File: config.mk
export PLATFORM = sky130hd
export DESIGN_NAME = midi_channel_message_parser_flat
export DESIGN_NICKNAME = d
export VERILOG_FILES = /design/src/rtl/mcmp_pkg.sv /design/src/rtl/mcmp_req_if.sv /design/src/rtl/mcmp_rsp_if.sv /design/src/rtl/mcmp_ram.sv /design/src/rtl/midi_channel_message_parser.sv /design/src/flat_wrapper.sv
export SDC_FILE = /design/constraint.sdc
export NUM_CORES = 1
export LEC_CHECK = 0
export ABC_AREA = 1
export BUFFER_PORTS_ARGS = -buffer_cell sky130_fd_sc_hd__buf_4
export CAP_MARGIN = 0
export CORE_MARGIN = 5
export CORE_UTILIZATION = 35
export DETAILED_ROUTE_END_ITERATION = 10
export PLACE_DENSITY_LB_ADDON = 0.15
export SYNTH_ARGS = -nofsm -noshare
export SYNTH_HDL_FRONTEND = slang
export SYNTH_SLANG_ARGS = --single-unit
File: constraint.sdc
create_clock -name clock -period 3.55 [get_ports clock]
set_clock_uncertainty 0.2 [all_clocks]
set_input_delay 0.355 -clock clock [delete_from_list [all_inputs] [get_ports clock]]
set_output_delay 0.355 -clock clock [all_outputs]
set_load 0.05 [all_outputs]
File: src/rtl/mcmp_pkg.sv
package mcmp_pkg;

   localparam int CONTROLLER_COUNT_DEF = 128;
   localparam int DATA_W = 7;
   localparam int BEND_W = 14;

   localparam logic [7:0] ST_NOTE_ON_CH1 = 8'h90;
   localparam logic [7:0] ST_CC_LO       = 8'hB0;
   localparam logic [7:0] ST_CC_HI       = 8'hBF;
   localparam logic [7:0] ST_BEND_LO     = 8'hE0;
   localparam logic [7:0] ST_BEND_HI     = 8'hEF;

   typedef enum logic [2:0] {
      EV_NONE        = 3'd0,
      EV_NOTE_ON     = 3'd1,
      EV_NOTE_OFF    = 3'd2,
      EV_CTRL_CHANGE = 3'd3,
      EV_PITCH_BEND  = 3'd4,
      EV_READ_DATA   = 3'd5
   } event_kind_type;

   typedef enum logic {
      ACT_RX_BYTE  = 1'b0,
      ACT_READ_CTL = 1'b1
   } action_type;

   typedef struct packed {
      event_kind_type      event_kind;
      logic                voice_reset;
      logic                gate;
      logic [DATA_W-1:0]   note_number;
      logic [DATA_W-1:0]   velocity;
      logic [DATA_W-1:0]   controller_number;
      logic [DATA_W-1:0]   controller_value;
      logic [BEND_W-1:0]   bend_value;
   } rsp_payload_type;

endpackage

File: src/rtl/mcmp_req_if.sv
interface mcmp_req_if;
   logic       valid;
   logic       ready;
   logic       action;
   logic [7:0] rx_byte;

   modport source (output valid, output action, output rx_byte, input ready);
   modport sink (input valid, input action, input rx_byte, output ready);
endinterface

File: src/rtl/mcmp_rsp_if.sv
interface mcmp_rsp_if;
   logic        valid;
   logic        ready;
   logic [2:0]  event_kind;
   logic        voice_reset;
   logic        gate;
   logic [6:0]  note_number;
   logic [6:0]  velocity;
   logic [6:0]  controller_number;
   logic [6:0]  controller_value;
   logic [13:0] bend_value;

   modport source (output valid, output event_kind, output voice_reset, output gate,
                   output note_number, output velocity, output controller_number,
                   output controller_value, output bend_value, input ready);
   modport sink (input valid, input event_kind, input voice_reset, input gate,
                 input note_number, input velocity, input controller_number,
                 input controller_value, input bend_value, output ready);
endinterface

File: src/rtl/mcmp_ram.sv
module mcmp_ram #(
   parameter int WIDTH = 7,
   parameter int DEPTH = 128
) (
   input  logic                                    clock,
   input  logic                                    wr_en,
   input  logic [(DEPTH > 1 ? $clog2(DEPTH) : 1)-1:0] wr_addr,
   input  logic [WIDTH-1:0]                        wr_data,
   input  logic                                    rd_en,
   input  logic [(DEPTH > 1 ? $clog2(DEPTH) : 1)-1:0] rd_addr,
   output logic [WIDTH-1:0]                        rd_data
);

   logic [WIDTH-1:0] mem_ff [DEPTH];
   logic [WIDTH-1:0] rd_data_ff;

   always_ff @(posedge clock) begin
      if (wr_en) begin
         mem_ff[wr_addr] <= wr_data;
      end
      if (rd_en) begin
         rd_data_ff <= mem_ff[rd_addr];
      end
   end

   assign rd_data = rd_data_ff;

endmodule

File: src/rtl/midi_channel_message_parser.sv
// MIDI channel message parser with running status.
// Each transaction on the req_chan channel carries one received MIDI byte
// (action 0) or a query of the controller store (action 1, controller number
// in the low seven bits). Every request transaction yields exactly one
// transaction on rsp_chan, in order, with the event kind, the gate, note,
// velocity and bend state after that byte, and the controller written or read.
// A request passes an input register and then the result register before its
// response is offered. One request is taken per cycle while rsp_chan is not
// stalled; the controller store is a RAM whose registered read is started
// as the request is accepted, and a write still in flight is forwarded
// to that read. Reset clears the parser state, the result valid bit and one
// valid bit per controller entry, so the whole store reads as zero at once;
// no clearing pass.
// When the receiver holds rsp_chan.ready low, the result register keeps its
// transaction, the input register fills once more, and then req_chan.ready
// drops until the receiver takes the waiting transaction.
module midi_channel_message_parser import mcmp_pkg::*; #(
   parameter int CONTROLLER_COUNT = CONTROLLER_COUNT_DEF
) (
   input  logic          clock,
   input  logic          reset,
   mcmp_req_if.sink      req_chan,
   mcmp_rsp_if.source    rsp_chan
);

   localparam int CTL_AW = (CONTROLLER_COUNT > 1) ? $clog2(CONTROLLER_COUNT) : 1;

   logic                     req_accept;
   logic                     s1_advance;
   logic                     s1_valid_ff;
   logic                     s1_action_ff;
   logic [7:0]               s1_byte_ff;
   logic                     fwd_hit_ff;
   logic [DATA_W-1:0]        fwd_data_ff;
   logic                     rd_valid_ff;
   logic [CONTROLLER_COUNT-1:0] ctl_valid_ff;

   logic [7:0]               status_latch_ff, status_latch_in;
   logic                     data_phase_ff, data_phase_in;
   logic [DATA_W-1:0]        first_data_ff, first_data_in;
   logic                     gate_ff, gate_in;
   logic [DATA_W-1:0]        held_note_ff, held_note_in;
   logic [DATA_W-1:0]        held_velocity_ff, held_velocity_in;
   logic [BEND_W-1:0]        bend_ff, bend_in;

   logic                     rsp_valid_ff;
   rsp_payload_type          rsp_payload_ff, rsp_payload_in;

   logic                     ctl_wr_en;
   logic [CTL_AW-1:0]        ctl_wr_addr;
   logic [CTL_AW-1:0]        ctl_rd_addr;
   logic [DATA_W-1:0]        ctl_rd_data;
   logic [DATA_W-1:0]        ctl_read_value;

   function automatic logic ctl_in_range(input logic [DATA_W-1:0] num);
      return {1'b0, num} < 8'(CONTROLLER_COUNT);
   endfunction

   assign s1_advance     = s1_valid_ff && (!rsp_valid_ff || rsp_chan.ready);
   assign req_chan.ready = !s1_valid_ff || s1_advance;
   assign req_accept     = req_chan.valid && req_chan.ready;

   assign ctl_rd_addr    = req_chan.rx_byte[CTL_AW-1:0];
   assign ctl_wr_addr    = first_data_ff[CTL_AW-1:0];
   assign ctl_wr_en      = s1_advance && (rsp_payload_in.event_kind == EV_CTRL_CHANGE)
                           && ctl_in_range(first_data_ff);

   assign ctl_read_value = fwd_hit_ff  ? fwd_data_ff :
                           rd_valid_ff ? ctl_rd_data : '0;

   mcmp_ram #(
      .WIDTH (DATA_W),
      .DEPTH (CONTROLLER_COUNT)
   ) u_ctl_store (
      .clock   (clock),
      .wr_en   (ctl_wr_en),
      .wr_addr (ctl_wr_addr),
      .wr_data (s1_byte_ff[DATA_W-1:0]),
      .rd_en   (req_accept),
      .rd_addr (ctl_rd_addr),
      .rd_data (ctl_rd_data)
   );

   always_comb begin
      status_latch_in  = status_latch_ff;
      data_phase_in    = data_phase_ff;
      first_data_in    = first_data_ff;
      gate_in          = gate_ff;
      held_note_in     = held_note_ff;
      held_velocity_in = held_velocity_ff;
      bend_in          = bend_ff;
      rsp_payload_in   = '0;
      rsp_payload_in.event_kind = EV_NONE;

      if (s1_action_ff == ACT_READ_CTL) begin
         rsp_payload_in.event_kind        = EV_READ_DATA;
         rsp_payload_in.controller_number = s1_byte_ff[DATA_W-1:0];
         rsp_payload_in.controller_value  =
            ctl_in_range(s1_byte_ff[DATA_W-1:0]) ? ctl_read_value : '0;
      end else if (s1_byte_ff[7]) begin
         status_latch_in = s1_byte_ff;
         data_phase_in   = 1'b0;
      end else if (!data_phase_ff) begin
         first_data_in = s1_byte_ff[DATA_W-1:0];
         data_phase_in = 1'b1;
      end else begin
         data_phase_in = 1'b0;
         if (status_latch_ff == ST_NOTE_ON_CH1) begin
            if (s1_byte_ff[DATA_W-1:0] == '0) begin
               gate_in = 1'b0;
               rsp_payload_in.event_kind = EV_NOTE_OFF;
            end else begin
               rsp_payload_in.voice_reset = !gate_ff;
               held_velocity_in = s1_byte_ff[DATA_W-1:0];
               held_note_in     = first_data_ff;
               gate_in          = 1'b1;
               rsp_payload_in.event_kind = EV_NOTE_ON;
            end
         end else if (status_latch_ff >= ST_CC_LO && status_latch_ff <= ST_CC_HI) begin
            rsp_payload_in.event_kind        = EV_CTRL_CHANGE;
            rsp_payload_in.controller_number = first_data_ff;
            rsp_payload_in.controller_value  = s1_byte_ff[DATA_W-1:0];
         end else if (status_latch_ff >= ST_BEND_LO && status_latch_ff <= ST_BEND_HI) begin
            bend_in = {s1_byte_ff[DATA_W-1:0], first_data_ff};
            rsp_payload_in.event_kind = EV_PITCH_BEND;
         end
      end

      rsp_payload_in.gate        = gate_in;
      rsp_payload_in.note_number = held_note_in;
      rsp_payload_in.velocity    = held_velocity_in;
      rsp_payload_in.bend_value  = bend_in;
   end

   always_ff @(posedge clock) begin
      if (reset) begin
         s1_valid_ff      <= 1'b0;
         rsp_valid_ff     <= 1'b0;
         ctl_valid_ff     <= '0;
         status_latch_ff  <= '0;
         data_phase_ff    <= 1'b0;
         first_data_ff    <= '0;
         gate_ff          <= 1'b0;
         held_note_ff     <= '0;
         held_velocity_ff <= '0;
         bend_ff          <= '0;
      end else begin
         if (req_accept) begin
            s1_valid_ff <= 1'b1;
         end else if (s1_advance) begin
            s1_valid_ff <= 1'b0;
         end

         if (s1_advance) begin
            rsp_valid_ff     <= 1'b1;
            status_latch_ff  <= status_latch_in;
            data_phase_ff    <= data_phase_in;
            first_data_ff    <= first_data_in;
            gate_ff          <= gate_in;
            held_note_ff     <= held_note_in;
            held_velocity_ff <= held_velocity_in;
            bend_ff          <= bend_in;
         end else if (rsp_chan.ready) begin
            rsp_valid_ff <= 1'b0;
         end

         if (ctl_wr_en) begin
            ctl_valid_ff[ctl_wr_addr] <= 1'b1;
         end
      end
   end

   always_ff @(posedge clock) begin
      if (req_accept) begin
         s1_action_ff <= req_chan.action;
         s1_byte_ff   <= req_chan.rx_byte;
         fwd_hit_ff   <= ctl_wr_en && (ctl_wr_addr == ctl_rd_addr);
         fwd_data_ff  <= s1_byte_ff[DATA_W-1:0];
         rd_valid_ff  <= ctl_valid_ff[ctl_rd_addr];
      end
      if (s1_advance) begin
         rsp_payload_ff <= rsp_payload_in;
      end
   end

   assign rsp_chan.valid             = rsp_valid_ff;
   assign rsp_chan.event_kind        = rsp_payload_ff.event_kind;
   assign rsp_chan.voice_reset       = rsp_payload_ff.voice_reset;
   assign rsp_chan.gate              = rsp_payload_ff.gate;
   assign rsp_chan.note_number       = rsp_payload_ff.note_number;
   assign rsp_chan.velocity          = rsp_payload_ff.velocity;
   assign rsp_chan.controller_number = rsp_payload_ff.controller_number;
   assign rsp_chan.controller_value  = rsp_payload_ff.controller_value;
   assign rsp_chan.bend_value        = rsp_payload_ff.bend_value;

endmodule

File: src/flat_wrapper.sv
// flat-port wrapper written by rule: the top's interface ports become plain ports
module midi_channel_message_parser_flat import mcmp_pkg::*;
#(
   parameter int CONTROLLER_COUNT = CONTROLLER_COUNT_DEF
)
  (clock, reset, req_chan_valid, req_chan_action, req_chan_rx_byte, req_chan_ready, rsp_chan_valid, rsp_chan_event_kind, rsp_chan_voice_reset, rsp_chan_gate, rsp_chan_note_number, rsp_chan_velocity, rsp_chan_controller_number, rsp_chan_controller_value, rsp_chan_bend_value, rsp_chan_ready);
  mcmp_req_if req_chan_i ();
  mcmp_rsp_if rsp_chan_i ();
  input  logic clock;
  input  logic reset;
  input wire logic [$bits(req_chan_i.valid)-1:0] req_chan_valid;
  input wire logic [$bits(req_chan_i.action)-1:0] req_chan_action;
  input wire logic [$bits(req_chan_i.rx_byte)-1:0] req_chan_rx_byte;
  output wire logic [$bits(req_chan_i.ready)-1:0] req_chan_ready;
  output wire logic [$bits(rsp_chan_i.valid)-1:0] rsp_chan_valid;
  output wire logic [$bits(rsp_chan_i.event_kind)-1:0] rsp_chan_event_kind;
  output wire logic [$bits(rsp_chan_i.voice_reset)-1:0] rsp_chan_voice_reset;
  output wire logic [$bits(rsp_chan_i.gate)-1:0] rsp_chan_gate;
  output wire logic [$bits(rsp_chan_i.note_number)-1:0] rsp_chan_note_number;
  output wire logic [$bits(rsp_chan_i.velocity)-1:0] rsp_chan_velocity;
  output wire logic [$bits(rsp_chan_i.controller_number)-1:0] rsp_chan_controller_number;
  output wire logic [$bits(rsp_chan_i.controller_value)-1:0] rsp_chan_controller_value;
  output wire logic [$bits(rsp_chan_i.bend_value)-1:0] rsp_chan_bend_value;
  input wire logic [$bits(rsp_chan_i.ready)-1:0] rsp_chan_ready;
  assign req_chan_i.valid = req_chan_valid;
  assign req_chan_i.action = req_chan_action;
  assign req_chan_i.rx_byte = req_chan_rx_byte;
  assign req_chan_ready = req_chan_i.ready;
  assign rsp_chan_valid = rsp_chan_i.valid;
  assign rsp_chan_event_kind = rsp_chan_i.event_kind;
  assign rsp_chan_voice_reset = rsp_chan_i.voice_reset;
  assign rsp_chan_gate = rsp_chan_i.gate;
  assign rsp_chan_note_number = rsp_chan_i.note_number;
  assign rsp_chan_velocity = rsp_chan_i.velocity;
  assign rsp_chan_controller_number = rsp_chan_i.controller_number;
  assign rsp_chan_controller_value = rsp_chan_i.controller_value;
  assign rsp_chan_bend_value = rsp_chan_i.bend_value;
  assign rsp_chan_i.ready = rsp_chan_ready;
  midi_channel_message_parser #(.CONTROLLER_COUNT(CONTROLLER_COUNT)) u_core (.clock(clock), .reset(reset), .req_chan(req_chan_i), .rsp_chan(rsp_chan_i));
endmodule
; ---- After elaboration in Yosys (flattened, before gate mapping)
; Memory sizes are Yosys's and may differ from the RTL's. A register that Yosys moved wholly into a read port is not among the register bits.
; Index checks and enable logic that the tools add are counted.
[classes]
n_addsub = 0
multipliers = 0
div_mod_pow = 0
n_lt_le_gt_ge = 7
eq_ne = 3
shift = 0
muxes = 49
n_bitwise = 5
reduce_logical = 19
[ops]
columns = op, count
row1 = 14-bit two-way mux, 11
row2 = 128-bit bitwise OR, 1
row3 = 7-bit two-way mux, 12
row4 = 1-bit two-way mux, 17
row5 = "8-bit >= comparator, second input constant", 2
row6 = "8-bit less-or-equal comparator, second input constant", 2
row7 = "7-bit by 8-bit < comparator with 1-bit output, second input constant", 2
row8 = 3-bit two-way mux, 4
row9 = "8-bit == test, second input constant", 1
row10 = 4-bit two-way mux, 2
row11 = 1-bit binary-select mux with 7-bit select, 1
row12 = 1-bit demux with 7-bit select, 1
row13 = 7-bit == test, 1
row14 = "7-bit by 1-bit >= comparator with 1-bit output, second input constant", 1
row15 = 1-bit logical AND, 7
row16 = 7-bit zero test, 1
row17 = 5-bit OR reduction, 1
row18 = 1-bit NOT, 4
row19 = 4-bit AND reduction, 1
row20 = 2-bit nonzero test, 2
row21 = "3-bit by 2-bit == test with 1-bit output, second input constant", 1
row22 = 1-bit zero test, 3
row23 = 3-bit AND reduction, 1
row24 = 1-bit logical OR, 2
row25 = 2 further kinds, 2
[totals]
ff_bits = 240
latchBits = 0
ramBits = 896
mem_bits_ro = 0
output_inout_bits = 49
memories = 1
[memory_table]
columns = memory, words, width, rd, rd_ports_with_merged_regs, write_ports, line_no
row1 = u_core.u_ctl_store.mem_ff, 128, 7, 1, 1, 1, mcmp_ram.sv:14  ; logic [WIDTH-1:0] mem_ff [DEPTH];

; ---- Longest topological paths before layout
[depth]
word_depth = 12
ltp_mapped = 13
mapped_depth_nobuf = 11

; ---- Hierarchy
; From an unflattened synthesis, not the netlist that was laid out.
[unflattened]
cells_unflattened = 4629
hier_area_um2 = 48280.1
[by_module_without_submodules]
columns = module, instances, cells_each, area_each_um2
row1 = mcmp_ram, 1, 3152, 37161.9
row2 = midi_channel_message_parser, 1, 1477, 11118.2

; ---- Least setup slack after synthesis
; Ideal clock, no wire load.
[synth_timing]
kind = register to register
start = register u_core.s1_byte_ff[4]
end = memory u_core.u_ctl_store.mem_ff[104][0] (enable)
setup_ns = 0.360
arrival_ns = 3.345
required_time_ns = 2.990
path_slack_ns = -0.355
path_stages_with_launch = 11
n_path_buf = 2
period_less_slack_ns = 3.905
path_cell_list = edfxtp_1 > inv_1 > nand2_1 > nor2_1 > nand2_1 > nand3_1 > nand2_1 > buf_4 > buf_8 > nand3_2 > nor2_1
[synth_between]
elab_chain_len = 10
[synth_lines]
columns = element, line_no
row1 = start: declaration, midi_channel_message_parser.sv:32  ; logic [7:0] s1_byte_ff;
row2 = start signal: assignment, midi_channel_message_parser.sv:176  ; s1_byte_ff <= req_chan.rx_byte;
row3 = 7-bit zero test, midi_channel_message_parser.sv:109  ; if (s1_byte_ff[DATA_W-1:0] == '0) begin
row4 = 2-bit two-way mux, midi_channel_message_parser.sv:109
row5 = 3-bit two-way mux, midi_channel_message_parser.sv:108  ; if (status_latch_ff == ST_NOTE_ON_CH1) begin
row6 = 4-bit two-way mux, midi_channel_message_parser.sv:103  ; end else if (!data_phase_ff) begin
row7 = 4-bit two-way mux, midi_channel_message_parser.sv:100  ; end else if (s1_byte_ff[7]) begin
row8 = 3-bit two-way mux, midi_channel_message_parser.sv:95  ; if (s1_action_ff == ACT_READ_CTL) begin
row9 = 3-bit by 2-bit == test with 1-bit output, midi_channel_message_parser.sv:65  ; assign ctl_wr_en = s1_advance && (rsp_payload_in.event_kind == EV_CTRL_CHANGE)
row10 = 1-bit logical AND, midi_channel_message_parser.sv:65
row11 = 1-bit two-way mux, mcmp_ram.sv:18  ; if (wr_en) begin
row12 = 1-bit two-way mux (not written as such), mcmp_ram.sv:19  ; mem_ff[wr_addr] <= wr_data;
row13 = end: declaration, mcmp_ram.sv:14
; Every way passes these cells.

; ---- Worst setup path after layout
[layout_timing]
start = register u_core.s1_byte_ff[0]
end = memory u_core.u_ctl_store.mem_ff[33][0] (enable)
; Same word-level chain as after synthesis.

==> results by group <==
Worst setup path
  • Arr. time, crit path: 3330 ps
  • Bufs and invs on worst path: 2
  • Levels on crit path: 10
  • Most used cell along the critical path: nor2_1
  • R2R setup slack: 370 ps
  • Cell breakdown of the critical path: nor2_1 > nand2_1 > nor2_1 > inv_1 > a21oi_1 > nand3_2 > nor2_8 > nand4_1 > buf_4 > nor2_1
  • Crit-path max FO: 8
  • R2R Path Start: u_core.s1_byte_ff[0]
  • Crit path from: u_core.s1_byte_ff[0]
  • Critical Path RT: 3700 ps
  • CP endpoint kind: flop
  • Worst Setup EP: u_core.u_ctl_store.mem_ff[33][0]
  • Reg2Reg Capture Point: u_core.u_ctl_store.mem_ff[33][0]
  • Max stage delay on crit path: 470 ps
  • Crit-path slowest cell: nor2_1
  • Crit path kind: reg -> reg
  • Crit start category: flop
  • Worst r2r path cells: 10
  • Cell family with most CP delay: simple AND/OR/NAND/NOR gates

Drt
  • Vias per cell: 5.16
  • Routed vias: 32,892
  • Drc violations: 0
  • WL final: 144,000 um
  • Initial drt markers: 3,078
  • Wire length per cell: 22.6 um
  • Routed Antenna Nets: 0
  • Drt pass-1 iters: 5

Pwr
  • Sequential share of power: 49.9%
  • Leak: 19.0 nW
  • PwrDens: 538 nW/um^2
  • Psw: 6.93 mW
  • Pint: 22.5 mW
  • Clk pwr share: 43.2%
  • Switching Fraction: 23.6%
  • Combinational Power Share: 6.9%
  • Worst-case vdd ir drop: 429 uV
  • Overall power: 29.4 mW

Global route
  • GR Util met1: 27.7%
  • Grt met3 use: 2.82%
  • First-pass GRT wire length: 214,000 um
  • Grt peak-use layer: met2
  • GRT Total Usage: 19.9%
  • Total congestion overflow: 0
  • Met2 Track Usage GR: 32.7%
  • Largest net degree at the start of global routing: 134
  • Initial antenna violation count: 3
  • Vias in the first global route: 32,390

Logic synthesis
  • Synthesized Nets: 4,499
  • Mapped Area: 47,500 um^2
  • Seq/Total Area, Yosys: 68.5%
  • Synth Instances: 4,486
  • Synth warnings: 0
  • Seq cells post-synth: 1,143
  • Avg Inst Size Synth: 10.6 um^2
  • Synth unique cells: 33

STA
  • Final min period: 3180 ps
  • Actual slew at the worst max-slew pin: 1130 ps
  • Setup ws final: 374 ps
  • Unrepaired setup endpoints after global routing: no
  • Max-slew violation count: 0
  • TNS Setup: 0 ps
  • F_max: 315 MHz
  • Fin crit share: 89.5%
  • Hold Fails Final Rpt: 0
  • Slew margin rel.: 24.4%
  • Final setup vio count: 0

Finish
  • Synthesis-to-finish area growth: 15.1%
  • NumNets Final: 4,507
  • Share of post-route cells with drive strength above 1: 10.6%
  • Diode count: 0

Clocking
  • CTS tree: done
  • Clock buffer depth: 3
  • Clock Tree Root: clkbuf_16
  • Worst-Skew Late Latency: 740 ps
  • H-tree depth: 3
  • Num CTS Buffers: 121
  • Reg clk slew, reported paths: 60 ps
  • Post-CTS resize count: 0
  • Clock sinks: 1,143

Worst hold path
  • Worst min path class: in -> reg

Floorplanning
  • Initial core utilization: 35.1%
  • Die W: 379 um
  • Io pins: 62
  • FP Rows: 135
  • Die area: 143,000 um^2
  • Core area: 135,000 um^2
  • Die height: 379 um

Placed design
  • Detail Placement HPWL: 80,400 um
  • PortBufs: 61
  • DP Worst Slack: 395 ps
  • GP Congestion: 0.767

Run status
  • Status: finished, final reports clean

Run
  • Max cap viols: 0
[worst min-delay path by stage]
stage,start,cells past startpoint,to
2_1_floorplan,u_core.ctl_valid_ff[0],2,u_core.ctl_valid_ff[0]
3_3_place_gp,u_core.ctl_valid_ff[80],2,u_core.ctl_valid_ff[80]
3_5_place_dp,u_core.ctl_valid_ff[77],2,u_core.ctl_valid_ff[77]
6_report,req_chan_rx_byte[4],2,u_core.s1_byte_ff[4]
4_1_cts,req_chan_rx_byte[4],2,u_core.s1_byte_ff[4]
5_1_grt,req_chan_rx_byte[4],2,u_core.s1_byte_ff[4]
[cell usage in the layout, fill, tap and decap left out, drive strengths merged]
| cell | n |
|---|---|
| a211oi | 14 |
| a21oi | 141 |
| buf | 180 |
| bufinv | 13 |
| clkbuf | 153 |
| clkinv | 50 |
| clkinvlp | 8 |
| dfxtp | 175 |
| dlygate4sd3 | 12 |
| edfxtp | 968 |
| inv | 217 |
| nand2 | 1263 |
| nand3 | 943 |
| nand4 | 144 |
| nor2 | 222 |
| nor3 | 11 |
| nor4 | 1 |
| o21ai | 60 |
| o22ai | 13 |
| o32ai | 1 |
| or2 | 1 |
| xnor2 | 3 |
| xor2 | 2 |
[final cells by class]
class | count | area [um^2]
timing repair buffer | 192 | 1940
clock buffer | 153 | 3230
fill | 13051 | 80600
multi-input combinational | 2819 | 13200
sequential | 1143 | 32600
inverter | 217 | 832
tap | 1781 | 2230
clock inverter | 71 | 723
[stage by stage]
step	utilization, %	instances	cell area, um^2	hold slack, ps
floorplan	-	4486	47900	230
global placement	37.4	6140	50600	236
detailed placement	37.4	6140	50600	240
CTS	40.4	6376	54700	2.51
global route	40.4	6376	54700	33.5
finish	40.4	6376	54700	70.6
[per-layer routing]
| layer | up-vias | share of wire, % |
|---|---|---|
| li1 | 15643 | - |
| met1 | 16186 | 45 |
| met2 | 849 | 47 |
| met3 | 214 | 5.0 |
| met4 | 0 | 2.6 |
| met5 | - | 0 |
[power by group through the flow]
stage	registers, mW	clock network [mW]	logic [mW]
finish	14.7	12.7	2.03
global route	14.7	13.5	2.21
CTS	14.7	13.0	2.05
detailed placement	15.0	0	2.04
global placement	15.0	0	2.04
floorplan	15.1	0	0.990
[timing repair]
| item | in CTS | in global routing |
|---|---|---|
| hold endpoints to repair | 47 | 0 |
| hold buffers | 12 | 0 |
| buffers inserted | 0 | 0 |
[flip-flops by register name (all words and copies together) (netlist names), 7 cells and up]
| register | flops |
|---|---|
| u_core.bend_ff | 14 |
| u_core.ctl_valid_ff | 128 |
| u_core.ctl_wr_addr | 7 |
| u_core.fwd_data_ff | 7 |
| u_core.held_note_ff | 7 |
| u_core.held_velocity_ff | 7 |
| u_core.rsp_chan.bend_value | 14 |
| u_core.rsp_chan.controller_number | 7 |
| u_core.rsp_chan.controller_value | 7 |
| u_core.rsp_chan.note_number | 7 |
| u_core.rsp_chan.velocity | 7 |
| u_core.s1_byte_ff | 8 |
| u_core.status_latch_ff | 8 |
| u_core.u_ctl_store.mem_ff | 896 |
| u_core.u_ctl_store.rd_data | 7 |
[kinds of logic (layout without fill, tap and decap cells)]
group	Yosys count	after routing	share of synthesized area [%]
flip-flops	1143	1143	68.5
AO/OA/AOI/OAI	229	229	2.53
buffers and inverters	524	633	4.63
AND/OR/NAND/NOR	2585	2585	24.2
XOR/XNOR	5	5	0.0921
[cells in the mapped netlist, drive strengths merged]
master	n	area [um^2]
nand2	1263	4740
edfxtp	968	29100
nand3	943	4730
nor2	222	905
inv	214	803
dfxtp	175	3500
clkbuf	174	653
nand4	144	1020
a21oi	141	706
buf	133	733
o21ai	60	300
a211oi	14	105
o22ai	13	81.3
nor3	11	95.1
clkinv	3	11.3
xnor2	3	26.3
xor2	2	17.5
nor4	1	12.5
o32ai	1	8.76
or2	1	6.26
Power figures use the tool's default switching activity.
